==> src/design/fovu_pkg.sv <==
// shared constants, register codes and angle table of the fov lens remap core
package fovu_pkg;

  localparam int unsigned COORD_BITS_DEF   = 12;
  localparam int unsigned CORDIC_STEPS_DEF = 20;

  localparam int unsigned CFG_ADDR_W = 4;
  localparam int unsigned CFG_DATA_W = 32;

  localparam logic [CFG_ADDR_W-1:0] REG_CENTER_COL  = 4'd0;
  localparam logic [CFG_ADDR_W-1:0] REG_CENTER_ROW  = 4'd1;
  localparam logic [CFG_ADDR_W-1:0] REG_INV_FOCAL_X = 4'd2;
  localparam logic [CFG_ADDR_W-1:0] REG_INV_FOCAL_Y = 4'd3;
  localparam logic [CFG_ADDR_W-1:0] REG_INV_FOV     = 4'd4;
  localparam logic [CFG_ADDR_W-1:0] REG_TWICE_TAN   = 4'd5;
  localparam logic [CFG_ADDR_W-1:0] REG_IMAGE_COLS  = 4'd6;
  localparam logic [CFG_ADDR_W-1:0] REG_IMAGE_ROWS  = 4'd7;

  localparam int unsigned CTR_W  = 20;
  localparam int unsigned INVF_W = 25;
  localparam int unsigned IFOV_W = 20;
  localparam int unsigned TT_W   = 22;
  localparam int unsigned IMG_W  = 13;

  localparam logic [CTR_W-1:0]  CENTER_COL_RST  = 20'd81920;
  localparam logic [CTR_W-1:0]  CENTER_ROW_RST  = 20'd61440;
  localparam logic [INVF_W-1:0] INV_FOCAL_RST   = 25'd65536;
  localparam logic [IFOV_W-1:0] INV_FOV_RST     = 20'd65536;
  localparam logic [TT_W-1:0]   TWICE_TAN_RST   = 22'd71608;
  localparam logic [IMG_W-1:0]  IMAGE_COLS_RST  = 13'd640;
  localparam logic [IMG_W-1:0]  IMAGE_ROWS_RST  = 13'd480;

  localparam int unsigned TERM_W = 20;
  localparam int unsigned SUM_W  = 2 * TERM_W + 1;
  localparam int unsigned RAD_W  = TERM_W + 1;
  localparam int unsigned TAN_W  = 27;
  localparam int unsigned ANG_W  = 17;
  localparam int unsigned RD_W   = 21;
  localparam int unsigned SCL_W  = 32;

  function automatic logic [ANG_W-1:0] atan_tab(input int unsigned i);
    logic [ANG_W-1:0] v;
    case (i)
      0:       v = 17'd51472;
      1:       v = 17'd30386;
      2:       v = 17'd16055;
      3:       v = 17'd8150;
      4:       v = 17'd4091;
      5:       v = 17'd2047;
      6:       v = 17'd1024;
      7:       v = 17'd512;
      8:       v = 17'd256;
      9:       v = 17'd128;
      10:      v = 17'd64;
      11:      v = 17'd32;
      12:      v = 17'd16;
      13:      v = 17'd8;
      14:      v = 17'd4;
      15:      v = 17'd2;
      16:      v = 17'd1;
      default: v = 17'd0;
    endcase
    return v;
  endfunction

endpackage

==> src/design/fovu_sqrt.sv <==
// pipelined integer square root, one result bit per stage
module fovu_sqrt #(
  parameter int unsigned SW = fovu_pkg::SUM_W,
  parameter int unsigned RW = fovu_pkg::RAD_W,
  parameter int unsigned TW = 8
) (
  input  logic          clk_i,
  input  logic          rst_ni,
  input  logic          en_i,
  input  logic          vld_i,
  input  logic [SW-1:0] val_i,
  input  logic [TW-1:0] tag_i,
  output logic          vld_o,
  output logic [RW-1:0] root_o,
  output logic [TW-1:0] tag_o
);

  logic          vld_q  [RW];
  logic [SW-1:0] rem_q  [RW];
  logic [RW-1:0] root_q [RW];
  logic [TW-1:0] tag_q  [RW];

  for (genvar j = 0; j < RW; j++) begin : g_stage
    localparam int unsigned B = RW - 1 - j;
    logic          vin;
    logic [SW-1:0] rin;
    logic [RW-1:0] qin;
    logic [TW-1:0] tin;
    logic [SW:0]   trial;
    logic          take;

    if (j == 0) begin : g_first
      assign vin = vld_i;
      assign rin = val_i;
      assign qin = '0;
      assign tin = tag_i;
    end else begin : g_next
      assign vin = vld_q[j-1];
      assign rin = rem_q[j-1];
      assign qin = root_q[j-1];
      assign tin = tag_q[j-1];
    end

    assign trial = ({{(SW+1-RW){1'b0}}, qin} << (B + 1)) | ((SW+1)'(1) << (2 * B));
    assign take  = {1'b0, rin} >= trial;

    always_ff @(posedge clk_i or negedge rst_ni) begin
      if (!rst_ni) begin
        vld_q[j] <= 1'b0;
      end else if (en_i) begin
        vld_q[j] <= vin;
      end
    end

    always_ff @(posedge clk_i) begin
      if (en_i) begin
        rem_q[j]  <= take ? SW'({1'b0, rin} - trial) : rin;
        root_q[j] <= take ? (qin | (RW'(1) << B)) : qin;
        tag_q[j]  <= tin;
      end
    end
  end

  assign vld_o  = vld_q[RW-1];
  assign root_o = root_q[RW-1];
  assign tag_o  = tag_q[RW-1];

endmodule

==> config.mk <==
export PLATFORM = sky130hd
export DESIGN_NAME = fovu_sqrt
export DESIGN_NICKNAME = d
export VERILOG_FILES = /design/src/design/fovu_pkg.sv /design/src/design/fovu_sqrt.sv
export SDC_FILE = /design/constraint.sdc
export NUM_CORES = 2
export LEC_CHECK = 0
export ABC_AREA = 1
export BUFFER_PORTS_ARGS = -buffer_cell sky130_fd_sc_hd__buf_2
export CORE_AREA = 2 2 395 299
export CTS_BUF_LIST = sky130_fd_sc_hd__clkbuf_4
export CTS_CLUSTER_DIAMETER = 50
export DETAILED_ROUTE_END_ITERATION = 12
export DIE_AREA = 0 0 397 301
export PLACE_DENSITY = 0.73
export SYNTH_ARGS = -nofsm -noshare
export SYNTH_HDL_FRONTEND = slang
export SYNTH_SLANG_ARGS = --single-unit
export TNS_END_PERCENT = 100
==> constraint.sdc <==
create_clock -name clk_i -period 2.35 [get_ports clk_i]
set_clock_uncertainty 0.1 [all_clocks]
set_input_delay 0.47 -clock clk_i [delete_from_list [all_inputs] [get_ports clk_i]]
set_output_delay 0.47 -clock clk_i [all_outputs]
set_load 0.02 [all_outputs]
; Word level (Yosys, flattened, before mapping)
; Memories as Yosys holds them, arrays and structs flattened.
; Index checks and enable logic that the tools add are counted.
; W data, S select, Z words.
[op_classes]
add_sub_neg = 21
magnitude_cmp = 21
n_mux = 44
[ops]
columns = cell, count
row1 = $mux W41, 21
row2 = $ge A41 B22 Y1, 1
row3 = $ge A41 B23 Y1, 1
row4 = $ge A41 B24 Y1, 1
row5 = $ge A41 B25 Y1, 1
row6 = $ge A41 B26 Y1, 1
row7 = $ge A41 B27 Y1, 1
row8 = $ge A41 B28 Y1, 1
row9 = $ge A41 B29 Y1, 1
row10 = $ge A41 B30 Y1, 1
row11 = $ge A41 B31 Y1, 1
row12 = $ge A41 B32 Y1, 1
row13 = $ge A41 B33 Y1, 1
row14 = $ge A41 B34 Y1, 1
row15 = $ge A41 B35 Y1, 1
row16 = $ge A41 B36 Y1, 1
row17 = $ge A41 B37 Y1, 1
row18 = $ge A41 B38 Y1, 1
row19 = $ge A41 B39 Y1, 1
row20 = $ge A41 B40 Y1, 1
row21 = $ge A41 B41 Y1, 1
row22 = $ge A41 B41 Y1 const B, 1
row23 = $sub A41 B22 Y41, 1
row24 = $sub A41 B23 Y41, 1
row25 = other kinds (40), 42
[word_totals]
ff_bits = 21
mem_bits_rw = 1470
input_bits = 53
out_inout_bits = 30
word_cells = 110
memories = 3
[mem_list]
columns = memory, depth, width, read_ports, rd_clocked_by_memory_dff, write_ports, line
row1 = rem_q, 21, 41, 20, 0, 21, fovu_sqrt.sv:19  ; logic [SW-1:0] rem_q [RW];
row2 = root_q, 21, 21, 21, 0, 21, fovu_sqrt.sv:20  ; logic [RW-1:0] root_q [RW];
row3 = tag_q, 21, 8, 21, 0, 21, fovu_sqrt.sv:21  ; logic [TW-1:0] tag_q [RW];

; Depth between registers and ports, before layout
; An unclocked memory read counts as a cell.
[logic_depth]
word_depth = 3
ltp_mapped = 16
ltp_nobuf = 16

; Least setup slack after synthesis
; OpenSTA, ideal clock, no wires.
[synth_path]
kind = reg-to-reg
from = mem rem_q[2][61] in the netlist's numbering
to = mem rem_q[2][120] in the netlist's numbering (data pin)
setup_time_ns = 0.254
arrival_time_ns = 1.890
required_time_ns = 1.996
slack_ns = 0.106
path_stages_with_launch = 14
n_path_buf = 2
period_less_slack_ns = 2.244
cell_sequence = edfxtp_1 ha_1 nand2_2 inv_1 a21oi_2 nor2_1 nor2_1 nand2_1 nor2_2 nand2_8 inv_4 buf_6 buf_8 a21oi_2
[synth_lines]
columns = element, line
row1 = start: declaration, fovu_sqrt.sv:19

==> flow_summary_export.csv <==
group,metric,value,unit
route,first_iter_violations,6350,
route,postRouteAntennaNets,0,
synth,yosys.area.top_type,"edfxtp_1",
floorplanning,die_w,397,microns
sta,min_period_over_period,109,%
finish,instances_no_fill,10112,
status,outcome,"finished with violations",
synth,synthTopCellsByArea,"edfxtp_1 (58%), nand2_1 (11%), inv_1 (5.6%)",
synth,yosys_warnings,0,
hold_path,hold_path.class,"primary input to register",
global_route,grt_pass1_vias,51023,
synth,synth_compound_area_share,5.05,%
clock_tree,clkSinkCount,1240,
floorplanning,placement_rows,108,
synth,synth-async-reset-ratio,1.69,%
place,post-dp-hpwl,138,mm
status,violations,"setup timing",
route,dr.pass1.iters,6,
route,via_per_inst,5.52,
synth,yosysSeqAreaShare,58.8,%
route,drcViolationCount,0,
synth,synth_ff_type,"edfxtp_1",
pwr,vdd_drop_max,0.600,mV
setup_path,required,3.26,ns
place,gp_congestion,0.993,
sta,period_minus_slack,2.57,ns
finish,area_growth,40.0,%
synth,synthAdderAreaFrac,4.91,%
sta,clock.fmax,389,MHz
floorplanning,io_pins,83,
finish,final_core_util,76.7,%
pwr,power_leakage,38.6,nW
place,port_buffers,82,
route,wl,209,mm
synth,synth_top_family_by_area,"simple AND/OR/NAND/NOR gates",
synth,synth-seq-cells,1240,
finish,drive_above_1_share,37.5,%
sta,max-slew-margin-rel,38.1,%
sta,final_critical_path_setup_slack,-0.221,ns
sta,fin_setup_tns,-16.74,ns
clock_tree,clockBufferDepth,4,
sta,hold_violations,0,
synth,synth_fp_nets,6850,
setup_path,critPathKind,"register to register",
sta,worst_pin_slew,0.926,ns
job,maxCapViolCount,0,
setup_path,cp.arrival,3.48,ns
clock_tree,cts_root_buffer,"clkbuf_4",
route,num_vias,55803,
place,dp_cells,9160,
synth,syn_area,63100,sq um
clock_tree,htreeDepth,5,
global_route,grt_pass1_wl,291,mm
sta,rsz0062_at_grt,"yes",
floorplanning,core,115000,sq um
finish,design.final.nets,8667,
global_route,grt_usage,32.1,%
floorplanning,start_util,54.8,%
pwr,p_per_area,841,nW/um^2
synth,synth_edf_count,1219,
floorplanning,die_h,301,microns
synth,yosys.area_share.simple,21.7,%
setup_path,crit_path_end_kind,"register",
setup_path,cp-start-kind,"register",
sta,drv_slew,0,
synth,netlist.area_leader.share,58.0,%
place,place_ws,-0.554,ns
clock_tree,cts_tree,"done",
setup_path,cp_max_fo,8,
global_route,grt_max_degree,80,
route,wire_per_inst,20.6,microns
sta,setup_viol,232,
synth,synth-xor-area-share,3.07,%
synth,synth_cells,6549,
synth,avgSynthCellArea,9.64,sq um
global_route,antenna_found_initial,6,
synth,synthMuxAreaShare,0.0535,%
floorplanning,dieArea,119000,sq um
synth,yosysMostFrequentCell,"nand2_1",
synth,synth_cell_types,61,
clock_tree,insertion_delay,1.36,ns
global_route,grt_overflow,0,
synth,synthTopCellsByCount,"nand2_1 (1888), edfxtp_1 (1219), inv_1 (944)",
clock_tree,cts.clk_slew.worst_paths,0.08,ns
clock_tree,cts_buffers,313,
==> cell usage in the layout, fill, tap and decap left out, types with 34 or more instances in the layout <==
master         netlist  final
nand2_2             20    316
buf_2                6     57
buf_4               23   1189
nor4_1              69     61
nor2_1             651    538
nor2_4               6     50
xor2_1             109    101
clkbuf_4             0    425
nand2_1           1888   1421
nand3_1            344    301
nand3_2              4     36
a21oi_1            231     95
edfxtp_1          1219   1219
o21ai_1             24     40
clkinv_1             0     58
nand3b_1            34     34
inv_1              944    826
a21oi_4              3     49
nor2_2              17     86
dlygate4sd3_1        0    105
o21ai_0            177     74
inv_2               12    132
nand4_1            117    117
ha_1               248     95
xnor2_1            112    105
buf_6               15    104
ha_4                 0    141
nand2_4              1    167
o21ai_2             20     82
nor3_1              86     60
a21oi_2             22    114
buf_12               0     61
==> layer usage <==
layer,track usage [%],share of wire (%)
met3,7.80,11
met4,10.6,3.7
met1,47.7,42
met2,46.3,44
met5,0,0
==> through the flow <==
step	hold WS, ns	area (sq um)	power, mW
floorplan	0.0744	63100	40.1
global placement	0.300	73400	49.5
detailed placement	0.305	73400	49.7
global route	0.108	88300	77.8
CTS	0.0394	81400	69.3
finish	0.116	88400	74.4
==> worst paths after layout <==
check	start	endpoint	slack, ns	cells after the start
worst max-delay path	root_q[1][158]	rem_q[2][15]	-0.22	12
worst min-delay path	en_i	g_stage[15].vin	0.12	3
worst max register to register	root_q[1][158]	rem_q[2][15]	-0.22	12
worst min register to register	tag_q[1][35]	tag_q[1][43]	0.24	0
max in group asynchronous	rst_ni	g_stage[5].vin	1.24	3
min in group asynchronous	rst_ni	vld_o	0.33	3
==> timing repair <==
action                      CTS  global route
gates cloned                 13            24
hold buffers                105             0
hold endpoints to repair   1310             0
gates resized for setup     511          1325
buffers inserted            105           216
pin swaps                    99           357
setup endpoints to repair   360           417
==> where the power goes <==
| group | internal [mW] | switching, mW | total, mW |
|---|---|---|---|
| clock network | 9.21 | 8.86 | 18.1 |
| logic | 11.4 | 14.5 | 25.9 |
| registers | 27.9 | 2.54 | 30.4 |
| total | 48.5 | 25.9 | 74.4 |
==> final cells by class <==
cell class,count,area [sq um]
Antenna cell,13,32.5
Timing Repair Buffer,1543,13300
Clock buffer,425,3190
Clock inverter,83,533
Tap cell,1540,1930
Sequential cell,1240,37100
Inverter,958,3650
Timing Repair inverter,4,50.0
Multi-Input combinational cell,4306,28600
Fill cell,7377,26900
==> sequential cells by signal, summed over array words and instances (netlist names) <==
name / count
g_stage.vin: 20
vld_o: 1
tag_q: 168
root_q: 231
rem_q: 820
==> worst max-delay path: stages (launching register included) <==
cell,delay (ns)
edfxtp_1,0.48
inv_2,0.13
ha_4,0.23
nand2_2,0.12
inv_1,0.10
a21oi_4,0.20
nand3_4,0.13
nand2_4,0.10
nand2_4,0.06
a21oi_4,0.28
buf_12,0.20
buf_6,0.11
o21ai_2,0.04
==> kinds of logic after synthesis <==
| group | Yosys count |
|---|---|
| AND/OR/NAND/NOR | 3273 |
| flip-flops | 1240 |
| buffers and inverters | 1009 |
| AO/OA/AOI/OAI | 554 |
| adder cells (fa/ha/maj) | 248 |
| XOR/XNOR | 221 |
| multiplexers | 3 |
| other | 1 |
Note: power is estimated with default switching activity, not from simulation.
