$ cat config.mk
export PLATFORM = sky130hd
export DESIGN_NAME = fovu_norm
export DESIGN_NICKNAME = d
export VERILOG_FILES = /design/src/design/fovu_pkg.sv /design/src/design/fovu_norm.sv
export SDC_FILE = /design/constraint.sdc
export NUM_CORES = 2
export LEC_CHECK = 0
export ABC_AREA = 1
export BUFFER_PORTS_ARGS = -buffer_cell sky130_fd_sc_hd__buf_4
export CAP_MARGIN = 20
export CORE_MARGIN = 4
export CORE_UTILIZATION = 40
export DETAILED_ROUTE_END_ITERATION = 8
export GPL_TIMING_DRIVEN = 1
export PLACE_DENSITY = 0.67
export SLEW_MARGIN = 40
export SYNTH_ARGS = -nofsm -noshare
export SYNTH_HDL_FRONTEND = slang
export SYNTH_SLANG_ARGS = --single-unit
export TNS_END_PERCENT = 100
$ cat constraint.sdc
create_clock -name clk_i -period 12.8 [get_ports clk_i]
set_input_delay 1.28 -clock clk_i [delete_from_list [all_inputs] [get_ports clk_i]]
set_output_delay 1.28 -clock clk_i [all_outputs]
set_load 0.02 [all_outputs]
$ cat src/design/fovu_pkg.sv
// shared constants, register codes and angle table of the fov lens remap core
package fovu_pkg;

  localparam int unsigned COORD_BITS_DEF   = 12;
  localparam int unsigned CORDIC_STEPS_DEF = 20;

  localparam int unsigned CFG_ADDR_W = 4;
  localparam int unsigned CFG_DATA_W = 32;

  localparam logic [CFG_ADDR_W-1:0] REG_CENTER_COL  = 4'd0;
  localparam logic [CFG_ADDR_W-1:0] REG_CENTER_ROW  = 4'd1;
  localparam logic [CFG_ADDR_W-1:0] REG_INV_FOCAL_X = 4'd2;
  localparam logic [CFG_ADDR_W-1:0] REG_INV_FOCAL_Y = 4'd3;
  localparam logic [CFG_ADDR_W-1:0] REG_INV_FOV     = 4'd4;
  localparam logic [CFG_ADDR_W-1:0] REG_TWICE_TAN   = 4'd5;
  localparam logic [CFG_ADDR_W-1:0] REG_IMAGE_COLS  = 4'd6;
  localparam logic [CFG_ADDR_W-1:0] REG_IMAGE_ROWS  = 4'd7;

  localparam int unsigned CTR_W  = 20;
  localparam int unsigned INVF_W = 25;
  localparam int unsigned IFOV_W = 20;
  localparam int unsigned TT_W   = 22;
  localparam int unsigned IMG_W  = 13;

  localparam logic [CTR_W-1:0]  CENTER_COL_RST  = 20'd81920;
  localparam logic [CTR_W-1:0]  CENTER_ROW_RST  = 20'd61440;
  localparam logic [INVF_W-1:0] INV_FOCAL_RST   = 25'd65536;
  localparam logic [IFOV_W-1:0] INV_FOV_RST     = 20'd65536;
  localparam logic [TT_W-1:0]   TWICE_TAN_RST   = 22'd71608;
  localparam logic [IMG_W-1:0]  IMAGE_COLS_RST  = 13'd640;
  localparam logic [IMG_W-1:0]  IMAGE_ROWS_RST  = 13'd480;

  localparam int unsigned TERM_W = 20;
  localparam int unsigned SUM_W  = 2 * TERM_W + 1;
  localparam int unsigned RAD_W  = TERM_W + 1;
  localparam int unsigned TAN_W  = 27;
  localparam int unsigned ANG_W  = 17;
  localparam int unsigned RD_W   = 21;
  localparam int unsigned SCL_W  = 32;

  function automatic logic [ANG_W-1:0] atan_tab(input int unsigned i);
    logic [ANG_W-1:0] v;
    case (i)
      0:       v = 17'd51472;
      1:       v = 17'd30386;
      2:       v = 17'd16055;
      3:       v = 17'd8150;
      4:       v = 17'd4091;
      5:       v = 17'd2047;
      6:       v = 17'd1024;
      7:       v = 17'd512;
      8:       v = 17'd256;
      9:       v = 17'd128;
      10:      v = 17'd64;
      11:      v = 17'd32;
      12:      v = 17'd16;
      13:      v = 17'd8;
      14:      v = 17'd4;
      15:      v = 17'd2;
      16:      v = 17'd1;
      default: v = 17'd0;
    endcase
    return v;
  endfunction

endpackage

$ cat src/design/fovu_norm.sv
// offset from the principal point, focal normalization and squared radius
module fovu_norm #(
  parameter int unsigned COORD_BITS = fovu_pkg::COORD_BITS_DEF,
  parameter int unsigned AW         = 20
) (
  input  logic                          clk_i,
  input  logic                          rst_ni,
  input  logic                          en_i,
  input  logic                          vld_i,
  input  logic [COORD_BITS-1:0]         col_i,
  input  logic [COORD_BITS-1:0]         row_i,
  input  logic [fovu_pkg::CTR_W-1:0]    center_col_i,
  input  logic [fovu_pkg::CTR_W-1:0]    center_row_i,
  input  logic [fovu_pkg::INVF_W-1:0]   inv_focal_x_i,
  input  logic [fovu_pkg::INVF_W-1:0]   inv_focal_y_i,
  output logic                          vld_o,
  output logic [fovu_pkg::SUM_W-1:0]    sum_o,
  output logic [2*(AW+1)-1:0]           tag_o
);

  localparam int unsigned PW = AW + fovu_pkg::INVF_W;
  localparam int unsigned TW = fovu_pkg::TERM_W;

  logic [4:0] vld_q;
  logic [2*(AW+1)-1:0] tag1_q, tag2_q, tag3_q, tag4_q, tag5_q;
  logic [PW-1:0] px_q, py_q;
  logic [TW-1:0] x_q, y_q;
  logic [2*TW-1:0] xx_q, yy_q;
  logic [fovu_pkg::SUM_W-1:0] sum_q;

  logic signed [AW:0] dx, dy;
  logic [AW-1:0] ax, ay;
  logic [PW-17:0] xs, ys;

  always_comb begin
    dx = $signed({{(AW+1-COORD_BITS-8){1'b0}}, col_i, 8'b0})
       - $signed({{(AW+1-fovu_pkg::CTR_W){1'b0}}, center_col_i});
    dy = $signed({{(AW+1-COORD_BITS-8){1'b0}}, row_i, 8'b0})
       - $signed({{(AW+1-fovu_pkg::CTR_W){1'b0}}, center_row_i});
    ax = dx[AW] ? AW'(-dx) : dx[AW-1:0];
    ay = dy[AW] ? AW'(-dy) : dy[AW-1:0];
    xs = px_q[PW-1:16];
    ys = py_q[PW-1:16];
  end

  always_ff @(posedge clk_i or negedge rst_ni) begin
    if (!rst_ni) begin
      vld_q <= '0;
    end else if (en_i) begin
      vld_q <= {vld_q[3:0], vld_i};
    end
  end

  always_ff @(posedge clk_i) begin
    if (en_i) begin
      tag1_q <= {dy[AW], ay, dx[AW], ax};
      px_q   <= PW'({{fovu_pkg::INVF_W{1'b0}}, tag1_q[AW-1:0]} * PW'(inv_focal_x_i));
      py_q   <= PW'({{fovu_pkg::INVF_W{1'b0}}, tag1_q[2*AW:AW+1]} * PW'(inv_focal_y_i));
      tag2_q <= tag1_q;
      x_q    <= (|xs[PW-17:TW]) ? {TW{1'b1}} : xs[TW-1:0];
      y_q    <= (|ys[PW-17:TW]) ? {TW{1'b1}} : ys[TW-1:0];
      tag3_q <= tag2_q;
      xx_q   <= {{TW{1'b0}}, x_q} * {{TW{1'b0}}, x_q};
      yy_q   <= {{TW{1'b0}}, y_q} * {{TW{1'b0}}, y_q};
      tag4_q <= tag3_q;
      sum_q  <= {1'b0, xx_q} + {1'b0, yy_q};
      tag5_q <= tag4_q;
    end
  end

  assign vld_o = vld_q[4];
  assign sum_o = sum_q;
  assign tag_o = tag5_q;

endmodule

After elaboration in Yosys (flattened, before gate mapping) --
Cells that the tools add are included.
Storage, ports and cells: register bits 466, input port bits 118, output and inout port bits 84, word-level logic and storage cells 26
Cells by class: add/sub/neg operators 5, multipliers 4, muxes and demuxes 2, reductions and logical operators 2
Operators with widths (count):
- multiplier 20 x 25 -> 45 bit | 2
- multiplier 20 x 20 -> 40 bit | 2
- subtractor 20 x 20 -> 21 bit | 2
- adder 40 x 40 -> 41 bit | 1
- two-way mux 20 bit | 2
- negation 20 bit | 2
- OR reduction 9 bit | 2

Longest topological paths before layout --
depth after elaboration 3, gate-level depth with buffers 30, gate-level depth less buffers 28

Least setup slack after synthesis --
Ideal clock, no wire load.
kind in2reg, start point input inv_focal_y_i[18] (netlist name), end point register py_q[40], data pin, setup time 260 ps, arrival 6651 ps, required time 12540 ps, path slack 5889 ps, stages on the path 22, buffers on the path 1, cells stage by stage clkbuf_1 -> nand2_1 -> fa_1 -> inv_1 -> fa_1 -> inv_1 -> fa_1 -> inv_1 -> fa_1 -> fa_1 -> fa_1 -> inv_1 -> fa_1 -> inv_1 -> ha_1 -> a21oi_1 -> a21boi_0 -> a21boi_0 -> o21ai_0 -> nand2_1 -> nand3_1 -> xor2_1
On the way: cells in the longest elaborated chain, start to end 1
Ends and longest elaborated chain:
- start, declared | RTL line fovu_norm.sv:15 | input logic [fovu_pkg::INVF_W-1:0] inv_focal_y_i,
- multiplier 20 x 25 -> 45 bit | RTL line fovu_norm.sv:58 | py_q <= PW'({{fovu_pkg::INVF_W{1'b0}}, tag1_q[2*AW:AW+1]} * PW'(inv_focal_y_i));
- end signal, assigned | RTL line fovu_norm.sv:58
- end, declared | RTL line fovu_norm.sv:26 | logic [PW-1:0] px_q, py_q;
Every way passes these cells. A chain may end at the register's enable or synchronous reset.

Final worst setup path --
start point register y_q[11], end point register yy_q[26], data pin
On the way: cells in the longest elaborated chain, start to end 1
Ends and longest elaborated chain:
- start, declared | RTL line fovu_norm.sv:27 | logic [TW-1:0] x_q, y_q;
- start signal, assigned | RTL line fovu_norm.sv:61 | y_q <= (|ys[PW-17:TW]) ? {TW{1'b1}} : ys[TW-1:0];
- multiplier 20 x 20 -> 40 bit | RTL line fovu_norm.sv:64 | yy_q <= {{TW{1'b0}}, y_q} * {{TW{1'b0}}, y_q};
- end signal, assigned | RTL line fovu_norm.sv:64
- end, declared | RTL line fovu_norm.sv:28 | logic [2*TW-1:0] xx_q, yy_q;
Every way passes these cells.

==> results by group <==
STA
  – Peak Freq: ~0.15 GHz
  – Final setup TNS: 0 ns
  – Pin slew with the least headroom to its limit: 0.841 ns
  – Max_slew headroom: 0.439
  – RSZ-0062 raised after global routing: no
  – Final setup violation count: 0
  – Tmin final: 6.84 ns
  – Final worst-path cycle share: 0.534
  – Pins Over Slew Limit: 0
  – Final hold vios: 0
  – Clk_skew: 0.0554 ns

Detailed routing
  – Via count: 58,103
  – # DRC: 0
  – First drt pass iteration count: 6
  – Routed Antenna Nets: 0
  – Drt wl/cell: 16.3 um
  – Final wirelength: 194 mm
  – Initial detailed-routing violation count: 3,779
  – Vias/cell: around 5

Floorplanning
  – Ports: ~200
  – Starting Density: 0.402
  – FP Rows: 161
  – Core box area: ~190,000 um2
  – Die Y: 448 um
  – Die area: 201,000 um2
  – Die Width: around 450 um

Yosys
  – Syn nets: approximately 11,000
  – Syn. warnings: 0
  – Most used flip-flop cell after synthesis: edfxtp_1
  – Post-synth EDFFs: 427
  – Synthesized area: 77,500 um2
  – #FFs+latches synth: roughly 430
  – Cell count after synthesis: 9,321
  – Syn avg cell area: 8.31 um2
  – Synth unique cells: 53
  – Fraction of registers with async set/reset: 0.0116
  – Post-synthesis sequential area ratio: 0.167

Setup path
  – CP peak stage delay: roughly 0.7 ns
  – Critical Path End Type: flip-flop
  – WP data required: 13.21 ns
  – Slowest cell on crit path: edfxtp_1
  – R2r setup slk: about 6.0 ns
  – Crit path DAT: 7.25 ns
  – CP Cell Sequence: buf_8, nand2_1, fa_1, inv_1, fa_1, inv_1, fa_1, inv_1, fa_1, fa_1, fa_1, inv_1, fa_1, inv_1, ha_1, nand2_1, nor2_1, inv_1, nor2_1, and3_1, a21oi_1, o21bai_1, xor2_1
  – RR Startpoint: y_q[11]
  – Critical Path Start Type: flip-flop
  – Worst R2R Path Depth: 23
  – CP dominant cell by count: fa_1
  – Max FO, Critical Path: 11
  – Crit path kind: flip-flop to flip-flop
  – R2R Path End: yy_q[26]

GRT
  – Total GRT Usage: 0.199
  – First-pass GRT wire length: 323 mm
  – Pin count of the biggest net entering global routing: 158
  – Number of global-route vias before repair: 62,602
  – Initial antenna violation count: 1
  – GRT Residual Overflow: 0

Worst hold path
  – Worst min-delay path class: primary input to async pin

Place
  – Detailed Place HPWL: 160 mm
  – GP Congestion: a little over 0.9
  – Port buffer count: between 200 and 250
  – Post-DP Area: just over 80,000 um2

Cells and area
  – Nets: between 10,000 and 15,000
  – Final Cell Area: about 84,000 um2
  – Most frequent cells in the layout: inv_1, nand2_1, fa_1
  – Layout cells sized above 1: 0.0476
  – Commonest non-fill, non-tap cell in the layout: inv_1
  – Synthesis-to-finish area growth: 7.80%

Run
  – Maxcap violations: 0

Clock tree
  – Deepest clock path buffer count: 3
  – Htree depth: 2
  – Clk pin slew, worst setup/hold paths: 0.06 ns
  – Sink Count: ~430
  – Num CTS Buffers: between 50 and 60
  – Root Driver: clkbuf_16
  – Post-CTS sizing: 0
  – CTS tree: done
  – Clock latency on the worst-skew pair: 0.68 ns
  – Post-CTS Repair Setup Buffers: 0
  – Hold_buf cts: 0

Run status
  – Status: complete, no violations
==> worst max-delay path by stage <==
stage	from	to	slack, ns	depth (start not counted)
floorplan	inv_focal_y_i[18]	py_q[40]	5.89	22
global placement	inv_focal_x_i[21]	px_q[40]	5.38	23
detailed placement	inv_focal_x_i[21]	px_q[40]	5.35	23
CTS	y_q[11]	yy_q[26]	5.92	23
global route	y_q[11]	yy_q[26]	5.62	23
finish	y_q[11]	yy_q[26]	5.96	23
==> flip-flops by register name, indices dropped and copies added (netlist names), 39 cells and up <==
register and flops:
tag1_q 42, tag2_q 42, tag3_q 42, tag4_q 42
tag_o 42, sum_o 41, xx_q 39, yy_q 39
==> Yosys cell counts, types with 4 or more instances <==
library cell | instances | share of area
o2111ai_1 | 4 | 0.00045
o21bai_1 | 40 | 0.0039
nor2_1 | 440 | 0.021
nor2_2 | 16 | 0.0013
o21ai_0 | 136 | 0.0088
edfxtp_1 | 427 | 0.17
or2_2 | 9 | 0.00073
xnor2_1 | 54 | 0.0061
nand2_2 | 18 | 0.0015
o211ai_1 | 6 | 0.00058
a211oi_1 | 5 | 0.00048
fa_1 | 1380 | 0.36
nor4_1 | 11 | 0.00089
buf_6 | 4 | 0.00058
o21a_1 | 10 | 0.00097
nor3_1 | 57 | 0.0037
a21oi_1 | 250 | 0.016
nand3_1 | 178 | 0.011
clkbuf_1 | 285 | 0.014
a21o_1 | 37 | 0.0036
dfrtp_1 | 5 | 0.0016
o21ai_1 | 8 | 0.00052
a21boi_0 | 21 | 0.0020
nand3b_1 | 6 | 0.00058
a31oi_1 | 32 | 0.0026
o31ai_1 | 4 | 0.00039
buf_2 | 4 | 0.00026
xor2_1 | 143 | 0.016
inv_2 | 10 | 0.00048
inv_1 | 2673 | 0.13
ha_1 | 665 | 0.11
nand4_1 | 42 | 0.0034
nor2_4 | 10 | 0.0015
and3_1 | 7 | 0.00057
buf_1 | 15 | 0.00073
nand2_1 | 2279 | 0.11
==> worst max-delay path: cells and delay by family, from the launching register on <==
kind | cells | cell delay [ns]
DFF | 1 | 0.69
AOI/OAI and AO/OA | 2 | 0.36
xor gates and xnor gates | 1 | 0.33
adders and majority gates | 8 | 3.89
buffers and inverters | 7 | 0.53
and+or+nand+nor | 5 | 0.77
==> routing by layer <==
| layer | share of wire | up-vias | global-route usage |
|---|---|---|---|
| met3 | 0.057 | 340 | 0.0237 |
| met4 | 0.027 | 0 | 0.0523 |
| met2 | 0.49 | 1781 | 0.348 |
| met1 | 0.42 | 28669 | 0.262 |
| li1 | - | 27313 | - |
| met5 | 0 | - | 0 |
==> area by class of cell <==
type / instances / area, um2
Antenna cell: 1 / 2.50
Multi-Input combinational cell: 5896 / 53300
Clock inverter: 28 / 352
Timing Repair Buffer: 290 / 2400
Clock buffer: 63 / 1320
Fill cell: 18969 / 109000
Tap cell: 2526 / 3160
Inverter: 2683 / 10100
Sequential cell: 432 / 12900
==> cell families after synthesis <==
kind of cell	share of synthesized area
adders and majority gates	0.464
and+or+nand+nor	0.159
buffers and inverters	0.146
DFF	0.167
muxes	0.000145
AOI/OAI and AO/OA	0.0422
xor gates and xnor gates	0.0227
==> metrics by stage <==
step / hold WS [ns] / utilization / instances / worst slack (ns)
after detailed placement: 0.405 / 0.425 / 11824 / 5.35
final: 0.407 / 0.434 / 11919 / 5.96
after global placement: 0.400 / 0.423 / 11790 / 5.38
after global routing: 0.361 / 0.434 / 11919 / 5.62
after CTS: 0.324 / 0.433 / 11915 / 5.92
after floorplan: 0.400 / - / 9321 / 5.89
Power is not shown: default switching activity piles up to over one toggle a cycle in this logic, so the estimate is an artifact.
