## src/design/fovu_pkg.sv

```systemverilog
// shared constants, register codes and angle table of the fov lens remap core
package fovu_pkg;

  localparam int unsigned COORD_BITS_DEF   = 12;
  localparam int unsigned CORDIC_STEPS_DEF = 20;

  localparam int unsigned CFG_ADDR_W = 4;
  localparam int unsigned CFG_DATA_W = 32;

  localparam logic [CFG_ADDR_W-1:0] REG_CENTER_COL  = 4'd0;
  localparam logic [CFG_ADDR_W-1:0] REG_CENTER_ROW  = 4'd1;
  localparam logic [CFG_ADDR_W-1:0] REG_INV_FOCAL_X = 4'd2;
  localparam logic [CFG_ADDR_W-1:0] REG_INV_FOCAL_Y = 4'd3;
  localparam logic [CFG_ADDR_W-1:0] REG_INV_FOV     = 4'd4;
  localparam logic [CFG_ADDR_W-1:0] REG_TWICE_TAN   = 4'd5;
  localparam logic [CFG_ADDR_W-1:0] REG_IMAGE_COLS  = 4'd6;
  localparam logic [CFG_ADDR_W-1:0] REG_IMAGE_ROWS  = 4'd7;

  localparam int unsigned CTR_W  = 20;
  localparam int unsigned INVF_W = 25;
  localparam int unsigned IFOV_W = 20;
  localparam int unsigned TT_W   = 22;
  localparam int unsigned IMG_W  = 13;

  localparam logic [CTR_W-1:0]  CENTER_COL_RST  = 20'd81920;
  localparam logic [CTR_W-1:0]  CENTER_ROW_RST  = 20'd61440;
  localparam logic [INVF_W-1:0] INV_FOCAL_RST   = 25'd65536;
  localparam logic [IFOV_W-1:0] INV_FOV_RST     = 20'd65536;
  localparam logic [TT_W-1:0]   TWICE_TAN_RST   = 22'd71608;
  localparam logic [IMG_W-1:0]  IMAGE_COLS_RST  = 13'd640;
  localparam logic [IMG_W-1:0]  IMAGE_ROWS_RST  = 13'd480;

  localparam int unsigned TERM_W = 20;
  localparam int unsigned SUM_W  = 2 * TERM_W + 1;
  localparam int unsigned RAD_W  = TERM_W + 1;
  localparam int unsigned TAN_W  = 27;
  localparam int unsigned ANG_W  = 17;
  localparam int unsigned RD_W   = 21;
  localparam int unsigned SCL_W  = 32;

  function automatic logic [ANG_W-1:0] atan_tab(input int unsigned i);
    logic [ANG_W-1:0] v;
    case (i)
      0:       v = 17'd51472;
      1:       v = 17'd30386;
      2:       v = 17'd16055;
      3:       v = 17'd8150;
      4:       v = 17'd4091;
      5:       v = 17'd2047;
      6:       v = 17'd1024;
      7:       v = 17'd512;
      8:       v = 17'd256;
      9:       v = 17'd128;
      10:      v = 17'd64;
      11:      v = 17'd32;
      12:      v = 17'd16;
      13:      v = 17'd8;
      14:      v = 17'd4;
      15:      v = 17'd2;
      16:      v = 17'd1;
      default: v = 17'd0;
    endcase
    return v;
  endfunction

endpackage

```

## src/design/fovu_div.sv

```systemverilog
// pipelined restoring divider for the radial scale rd/r, one quotient bit per stage
module fovu_div #(
  parameter int unsigned TW = 8
) (
  input  logic                        clk_i,
  input  logic                        rst_ni,
  input  logic                        en_i,
  input  logic                        vld_i,
  input  logic [fovu_pkg::RD_W-1:0]   rd_i,
  input  logic [fovu_pkg::RAD_W-1:0]  r_i,
  input  logic [TW-1:0]               tag_i,
  output logic                        vld_o,
  output logic [fovu_pkg::SCL_W-1:0]  quo_o,
  output logic                        sat_o,
  output logic                        zero_o,
  output logic [TW-1:0]               tag_o
);

  localparam int unsigned RW = fovu_pkg::RAD_W;
  localparam int unsigned QW = fovu_pkg::SCL_W;

  logic          p_vld_q;
  logic [RW-1:0] p_rem_q, p_r_q;
  logic [QW-1:0] p_nb_q;
  logic          p_sat_q, p_zero_q;
  logic [TW-1:0] p_tag_q;

  logic          vld_q  [QW];
  logic [RW-1:0] rem_q  [QW];
  logic [RW-1:0] r_q    [QW];
  logic [QW-1:0] nb_q   [QW];
  logic [QW-1:0] q_q    [QW];
  logic          sat_q  [QW];
  logic          zero_q [QW];
  logic [TW-1:0] tag_q  [QW];

  always_ff @(posedge clk_i or negedge rst_ni) begin
    if (!rst_ni) begin
      p_vld_q <= 1'b0;
    end else if (en_i) begin
      p_vld_q <= vld_i;
    end
  end

  always_ff @(posedge clk_i) begin
    if (en_i) begin
      p_rem_q  <= RW'(rd_i[fovu_pkg::RD_W-1:8]);
      p_nb_q   <= {rd_i[7:0], 24'b0};
      p_r_q    <= r_i;
      p_sat_q  <= {8'b0, rd_i} >= {r_i, 8'b0};
      p_zero_q <= r_i == '0;
      p_tag_q  <= tag_i;
    end
  end

  for (genvar j = 0; j < QW; j++) begin : g_stage
    logic          vin, sin, zin, ge;
    logic [RW-1:0] remin, rin;
    logic [QW-1:0] nbin, qin;
    logic [TW-1:0] tin;
    logic [RW:0]   sh;

    if (j == 0) begin : g_first
      assign vin   = p_vld_q;
      assign remin = p_rem_q;
      assign rin   = p_r_q;
      assign nbin  = p_nb_q;
      assign qin   = '0;
      assign sin   = p_sat_q;
      assign zin   = p_zero_q;
      assign tin   = p_tag_q;
    end else begin : g_next
      assign vin   = vld_q[j-1];
      assign remin = rem_q[j-1];
      assign rin   = r_q[j-1];
      assign nbin  = nb_q[j-1];
      assign qin   = q_q[j-1];
      assign sin   = sat_q[j-1];
      assign zin   = zero_q[j-1];
      assign tin   = tag_q[j-1];
    end

    assign sh = {remin, nbin[QW-1]};
    assign ge = sh >= {1'b0, rin};

    always_ff @(posedge clk_i or negedge rst_ni) begin
      if (!rst_ni) begin
        vld_q[j] <= 1'b0;
      end else if (en_i) begin
        vld_q[j] <= vin;
      end
    end

    always_ff @(posedge clk_i) begin
      if (en_i) begin
        rem_q[j]  <= ge ? RW'(sh - {1'b0, rin}) : sh[RW-1:0];
        r_q[j]    <= rin;
        nb_q[j]   <= {nbin[QW-2:0], 1'b0};
        q_q[j]    <= {qin[QW-2:0], ge};
        sat_q[j]  <= sin;
        zero_q[j] <= zin;
        tag_q[j]  <= tin;
      end
    end
  end

  assign vld_o  = vld_q[QW-1];
  assign quo_o  = q_q[QW-1];
  assign sat_o  = sat_q[QW-1];
  assign zero_o = zero_q[QW-1];
  assign tag_o  = tag_q[QW-1];

endmodule

```

## config.mk

```make
export PLATFORM = sky130hd
export DESIGN_NAME = fovu_div
export DESIGN_NICKNAME = d
export VERILOG_FILES = /design/src/design/fovu_pkg.sv /design/src/design/fovu_div.sv
export SDC_FILE = /design/constraint.sdc
export NUM_CORES = 2
export LEC_CHECK = 0
export BUFFER_PORTS_ARGS = -buffer_cell sky130_fd_sc_hd__buf_2
export CAP_MARGIN = 0
export CORE_UTILIZATION = 40
export DETAILED_ROUTE_END_ITERATION = 12
export SETUP_SLACK_MARGIN = 0.4
export SYNTH_ARGS = -nofsm -noshare
export SYNTH_HDL_FRONTEND = slang
export SYNTH_SLANG_ARGS = --single-unit
export TNS_END_PERCENT = 5
```

## constraint.sdc

```tcl
create_clock -name clk_i -period 3.09 [get_ports clk_i]
set_input_delay 0.7725 -clock clk_i [delete_from_list [all_inputs] [get_ports clk_i]]
set_output_delay 0.7725 -clock clk_i [all_outputs]
set_load 0.02 [all_outputs]
```

# ---- Word-level counts from Yosys, hierarchy flattened
# Memory sizes are Yosys's and may differ from the RTL's.
# Cells that the tools add are included.
dict set report op_classes {
  n_mul 0
  reduce_logical 1
  n_bitwise 0
  mux 34
  n_div 0
  eq_ne 0
  order_cmp 33
  addsub 32
  shifts 0
}
# cell n
set op_table {}
lappend op_table {{$ge A22 B21 Y1} 31}
lappend op_table {{$mux W21} 32}
lappend op_table {{$sub A21 B21 Y21} 31}
lappend op_table {{$ge A21 B29 Y1} 1}
lappend op_table {{$ge A14 B21 Y1} 1}
lappend op_table {{$logic_not A21 Y1} 1}
lappend op_table {{$sub A14 B21 Y21} 1}
lappend op_table {{$mux W1} 2}
dict set report totals {
  latch_bits 0
  elab_cells 146
  out_inout_bits 43
  memories 7
  ram_bits 3680
  regBits 85
  romBits 0
}
# name depth width rd rd_ports_with_merged_regs wr line
set memory_table {}
lappend memory_table {q_q 32 32 32 0 32 fovu_div.sv:32} ;# logic [QW-1:0] q_q [QW];
lappend memory_table {nb_q 32 31 31 0 32 fovu_div.sv:31} ;# logic [QW-1:0] nb_q [QW];
lappend memory_table {r_q 32 21 31 0 32 fovu_div.sv:30} ;# logic [RW-1:0] r_q [QW];
lappend memory_table {rem_q 32 21 31 0 32 fovu_div.sv:29} ;# logic [RW-1:0] rem_q [QW];
lappend memory_table {tag_q 32 8 32 0 32 fovu_div.sv:35} ;# logic [TW-1:0] tag_q [QW];
lappend memory_table {sat_q 32 1 32 0 32 fovu_div.sv:33} ;# logic sat_q [QW];
lappend memory_table {{1 more memories} - - - - - -}

# ---- Longest topological paths before layout
# An unclocked memory read counts as a cell.
dict set report depth {
  depth_word 3
  depth_mapped 14
  ltp_nobuf 13
}

# ---- Worst setup path before layout
# No wires, ideal clock.
dict set report synth_path {
  kind {flip-flop to flip-flop}
  start {mem nb_q[0][61] (netlist bit)}
  end {mem rem_q[2][10] (netlist bit), data pin}
  t_required_ns 2.823
  setup_time_ns 0.267
  path_slack_ns -0.279
  path_stages_with_launch 14
  synth_period_minus_slack_ns 3.369
  arrival_ns 3.102
  path_cell_list {edfxtp_1 -> inv_1 -> ha_1 -> inv_1 -> fa_1 -> a211oi_1 -> o21a_1 -> o21ai_1 -> a2111oi_0 -> nor2_1 -> a221o_1 -> a21boi_4 -> clkbuf_1 -> o21ai_0}
}
# element line
set synth_lines {}
lappend synth_lines {{start, declared} fovu_div.sv:31}
lappend synth_lines {{end, declared} fovu_div.sv:29}

==> results.sh <==
export IMPL_relative_max_transition_margin_pct=40.4
export IMPL_synth_mux_area_fraction_pct=3.46
export IMPL_synth_ff_latch_count=2263
export IMPL_r2r_start="nb_q[0][61]"
export IMPL_io_pins=97
export IMPL_cts_sink_count=2263
export IMPL_hold_path_cell_count=1
export IMPL_design_final_nets=9982
export IMPL_post_synth_top_area_fraction_pct=61.9
export IMPL_yosys_cell_types_count=85
export IMPL_gr_usage_all_layers_pct=16.1
export IMPL_netlist_top_cell_by_area="sky130_fd_sc_hd__edfxtp_1"
export IMPL_synth_top_cells_by_area="sky130_fd_sc_hd__edfxtp_1 62%, sky130_fd_sc_hd__ha_1 7.8%, sky130_fd_sc_hd__mux2_2 3.1%"
export IMPL_synth_top_flop_cell="sky130_fd_sc_hd__edfxtp_1"
export IMPL_number_of_remaining_drc_errors=0
export IMPL_hold_slack_ns=0.0836
export IMPL_cts_buffers=262
export IMPL_die_width_um=522
export IMPL_synthXorXnorAreaFrac_pct=4.12
export IMPL_worstSetupStartpointType="flop"
export IMPL_final_critical_path_setup_slack_ns=-0.287
export IMPL_flow_area_growth_from_synthesis_pct=21.6
export IMPL_grt_setup_unrepaired="true"
export IMPL_design_die_area_um2=272000
export IMPL_drive_gt1_share_pct=22.9
export IMPL_critical_path_most_common_cell="sky130_fd_sc_hd__inv_2"
export IMPL_coreArea_um2=268000
export IMPL_synth_edf_count=2230
export IMPL_rr_endpoint="rem_q[2][16]"
export IMPL_synth_seq_area_share_pct=62.7
export IMPL_gpl_final_weighted_congestion=0.887
export IMPL_combinational_family_with_the_most_area_after_synthesis="compound AO/OA/AOI/OAI gates"
export IMPL_launch_point_of_the_worst_hold_path="tag_i[5]"
export IMPL_place_inst=12500
export IMPL_viasPerCell=5.12
export IMPL_place_hpwl_mm=159
export IMPL_io_port_bufs=96
export IMPL_syn_area_um2=108000
export IMPL_drv_slew=0
export IMPL_synthAdderAreaFrac_pct=8.41
export IMPL_worstPathCellList="inv_1 > ha_2 > inv_2 > fa_2 > a211oi_2 > o21a_1 > o21ai_4 > a2111oi_4 > nor2_2 > a221o_1 > a21boi_4 > buf_12 > inv_2 > mux2_2"
export IMPL_worst_r2r_path_depth=14
export IMPL_max_slew_worst_pin_slew_ns=0.887
export IMPL_synth_yosys_warnings=0
export IMPL_grt_max_degree=131
export IMPL_fin_crit_ns=3.38
export IMPL_critical_path_slowest_cell="sky130_fd_sc_hd__edfxtp_1"
export IMPL_critical_path_n_buffers_inverters=4
export IMPL_setup_tns_final_ns=-9.34
export IMPL_path_clk_slew_ns=0.06
export IMPL_placement_rows=190
export IMPL_postSynthCellCount=8249
export IMPL_routed_wire_length_per_instance_um=17.3
export IMPL_compound_gate_portion_of_the_synthesized_area_pct=10.9
export IMPL_report_final_setup_viol=86
export IMPL_reg2reg_setup_slack_ns=-0.29
export IMPL_worstSetupEndpointType="flop"
export IMPL_cap_viol_max_count=0
export IMPL_number_of_global_route_vias_before_repair=67100
export IMPL_post_synth_cell_area_avg_um2=13.1
export IMPL_peakVddDrop_mv=0.592
export IMPL_p_leak_nw=52.6
export IMPL_outcome="finished, violations left"
export IMPL_hold_path_endpoint="g_stage[0].tin[5]"
export IMPL_setup_worst_path_class="flop to flop"
export IMPL_finish_cell_count_without_fillers=13000
export IMPL_antenna_left=0
export IMPL_worst_ep_arrival_time_ns=3.98
export IMPL_final_period_utilization_pct=109
export IMPL_min_delay_path_class="primary input to flop"
export IMPL_clkLatencyLatePin_ns=0.88
export IMPL_finalWirelength_mm=225
export IMPL_starting_density_pct=40.3
export IMPL_syn_num_nets=9011
export IMPL_violations_in_the_final_reports="setup timing"
export IMPL_timing_hold_violations_final=0
export IMPL_fin_skew_ns=0.0434
export IMPL_die_height_um=522
export IMPL_antenna_violations_before_repair=1
export IMPL_design_area_um2=132000
export IMPL_ctsRootBufferMaster="sky130_fd_sc_hd__clkbuf_16"
export IMPL_drt_initial_drc_count=4266
export IMPL_first_pass_grt_wire_length_mm=357
export IMPL_worst_ep_required_time_ns=3.69
export IMPL_crit_family="compound AO/OA/AOI/OAI gates"
export IMPL_synth_simple_gate_area_share_pct=7.05
export IMPL_asyncSetResetFlopFracSynth_pct=1.46
export IMPL_detailroute_via_count=66500
export IMPL_largest_fanout_on_the_critical_path=12
export IMPL_slowest_delay_ns=0.40
export IMPL_cts_htree_levels=5
export IMPL_max_clock_freq_mhz=296
export IMPL_cts_tree="built"
export IMPL_overflow=0
export IMPL_power_density_nw_per_um2=1020
export IMPL_dpl_instance_area_um2=119000
export IMPL_drt_pre_antenna_iters=6
export IMPL_post_layout_total_power_w=0.134
export IMPL_max_clock_path_buffers=4
[kinds of logic (layout without fill, tap and decap cells)]
group,after synthesis,in the layout
AO/OA/AOI/OAI,1876,1876
XOR/XNOR,509,509
adder cells (fa/ha/maj),708,708
buffers and inverters,965,2135
flip-flops,2263,2263
multiplexers,331,331
other,0,4
AND/OR/NAND/NOR,1597,1597
[report_power, final]
| part | internal, W | switching [W] | total (W) |
|---|---|---|---|
| logic | 0.0278 | 0.0282 | 0.0561 |
| clock network | 0.0184 | 0.0124 | 0.0308 |
| registers | 0.0429 | 0.00409 | 0.0470 |
| total | 0.0891 | 0.0447 | 0.134 |
[through the flow]
step / setup slack (ns) / util, %
global route: -0.379 / 49.0
floorplan: -0.171 / -
detailed placement: -0.477 / 44.2
global placement: -0.546 / 44.2
CTS: -0.298 / 48.3
finish: -0.287 / 49.0
[how the worst max path moves through the flow]
stage	from	end	slack [ns]	cells after the start
6_report	nb_q[0][61]	rem_q[2][16]	-0.29	14
5_1_grt	nb_q[0][61]	rem_q[2][16]	-0.38	14
4_1_cts	nb_q[0][61]	rem_q[2][16]	-0.30	14
3_5_place_dp	nb_q[1][30]	rem_q[3][8]	-0.48	15
3_3_place_gp	nb_q[0][30]	rem_q[1][20]	-0.55	14
2_1_floorplan	r_q[0][254]	rem_q[13][10]	-0.17	12
[placed cells by master (no fill, tap or decap), drive strengths merged, types with 26 or more instances in the layout]
| cell | count |
|---|---|
| nand4 | 86 |
| a211o | 27 |
| nand3 | 120 |
| edfxtp | 2230 |
| xnor2 | 293 |
| a21o | 252 |
| dfrtp | 33 |
| nor2 | 424 |
| o21a | 73 |
| nor4 | 38 |
| xor2 | 216 |
| o31a | 26 |
| ha | 677 |
| nand2 | 465 |
| inv | 849 |
| nor2b | 74 |
| clkbuf | 318 |
| a211oi | 61 |
| nor3 | 91 |
| bufinv | 28 |
| fa | 31 |
| o21ai | 497 |
| or3 | 28 |
| o31ai | 45 |
| clkinv | 89 |
| mux2 | 313 |
| and3 | 45 |
| and2 | 35 |
| buf | 833 |
| a21oi | 556 |
| o21bai | 70 |
| nand2b | 111 |
| a31oi | 67 |
[sequential cells by signal, summed over array words and instances, names as in the netlist, 21 cells and up]
| name | flops |
|---|---|
| r_q | 651 |
| rem_q | 651 |
| q_q | 528 |
| tag_q | 256 |
| g_stage.vin | 32 |
| sat_q | 32 |
| zero_q | 32 |
| nb_q | 28 |
| g_stage.rin | 21 |
[per-layer routing]
layer  global-route usage (%)  vias up  part of all wire [%]
met1                     20.9    32200                    45
met4                     5.61        0                   3.5
met3                     2.16      452                   3.6
met2                     27.5     1233                    48
met5                        0        -                     0
li1                         -    32500                     -
[worst reg2reg max path: cells and delay by family, from the launching register on]
kind | cells | cell delay (ns)
adder cells (fa/ha/maj) | 2 | 0.58
AO/OA/AOI/OAI | 6 | 1.47
multiplexers | 1 | 0.26
buffers and inverters | 4 | 0.33
flip-flops | 1 | 0.40
AND/OR/NAND/NOR | 1 | 0.09
[cells in the mapped netlist, types with 70 or more instances]
cell type                  instances
sky130_fd_sc_hd__o21bai_1         70
sky130_fd_sc_hd__nor2b_1          74
sky130_fd_sc_hd__xor2_1          216
sky130_fd_sc_hd__o21ai_0         486
sky130_fd_sc_hd__nand4_1          86
sky130_fd_sc_hd__mux2_2          297
sky130_fd_sc_hd__nand3_1         120
sky130_fd_sc_hd__a21o_1          252
sky130_fd_sc_hd__nor2_1          424
sky130_fd_sc_hd__clkbuf_1         99
sky130_fd_sc_hd__nand2_1         465
sky130_fd_sc_hd__inv_1           831
sky130_fd_sc_hd__xnor2_1         293
sky130_fd_sc_hd__edfxtp_1       2230
sky130_fd_sc_hd__nand2b_1        111
sky130_fd_sc_hd__ha_1            677
sky130_fd_sc_hd__nor3_1           91
sky130_fd_sc_hd__o21a_1           73
sky130_fd_sc_hd__a21oi_1         555
[repair_timing]
item	in CTS	in global routing
cloned	4	1
hold buffers	5	0
resized for setup	543	484
setup buffers	9	4
hold endpoints to repair	37	0
pin swaps	217	202
endpoints found under the setup margin	681	680
[final cells by class]
| class | count | area [µm²] |
|---|---|---|
| timing repair buffer | 839 | 7080 |
| multi-input combinational | 5021 | 40500 |
| inverter | 833 | 3130 |
| sequential | 2263 | 67800 |
| tap | 3552 | 4440 |
| clock inverter | 146 | 1560 |
| fill | 23100 | 137000 |
| antenna | 4 | 10.0 |
| clock buffer | 317 | 6950 |
Power figures use the tool's default switching activity.
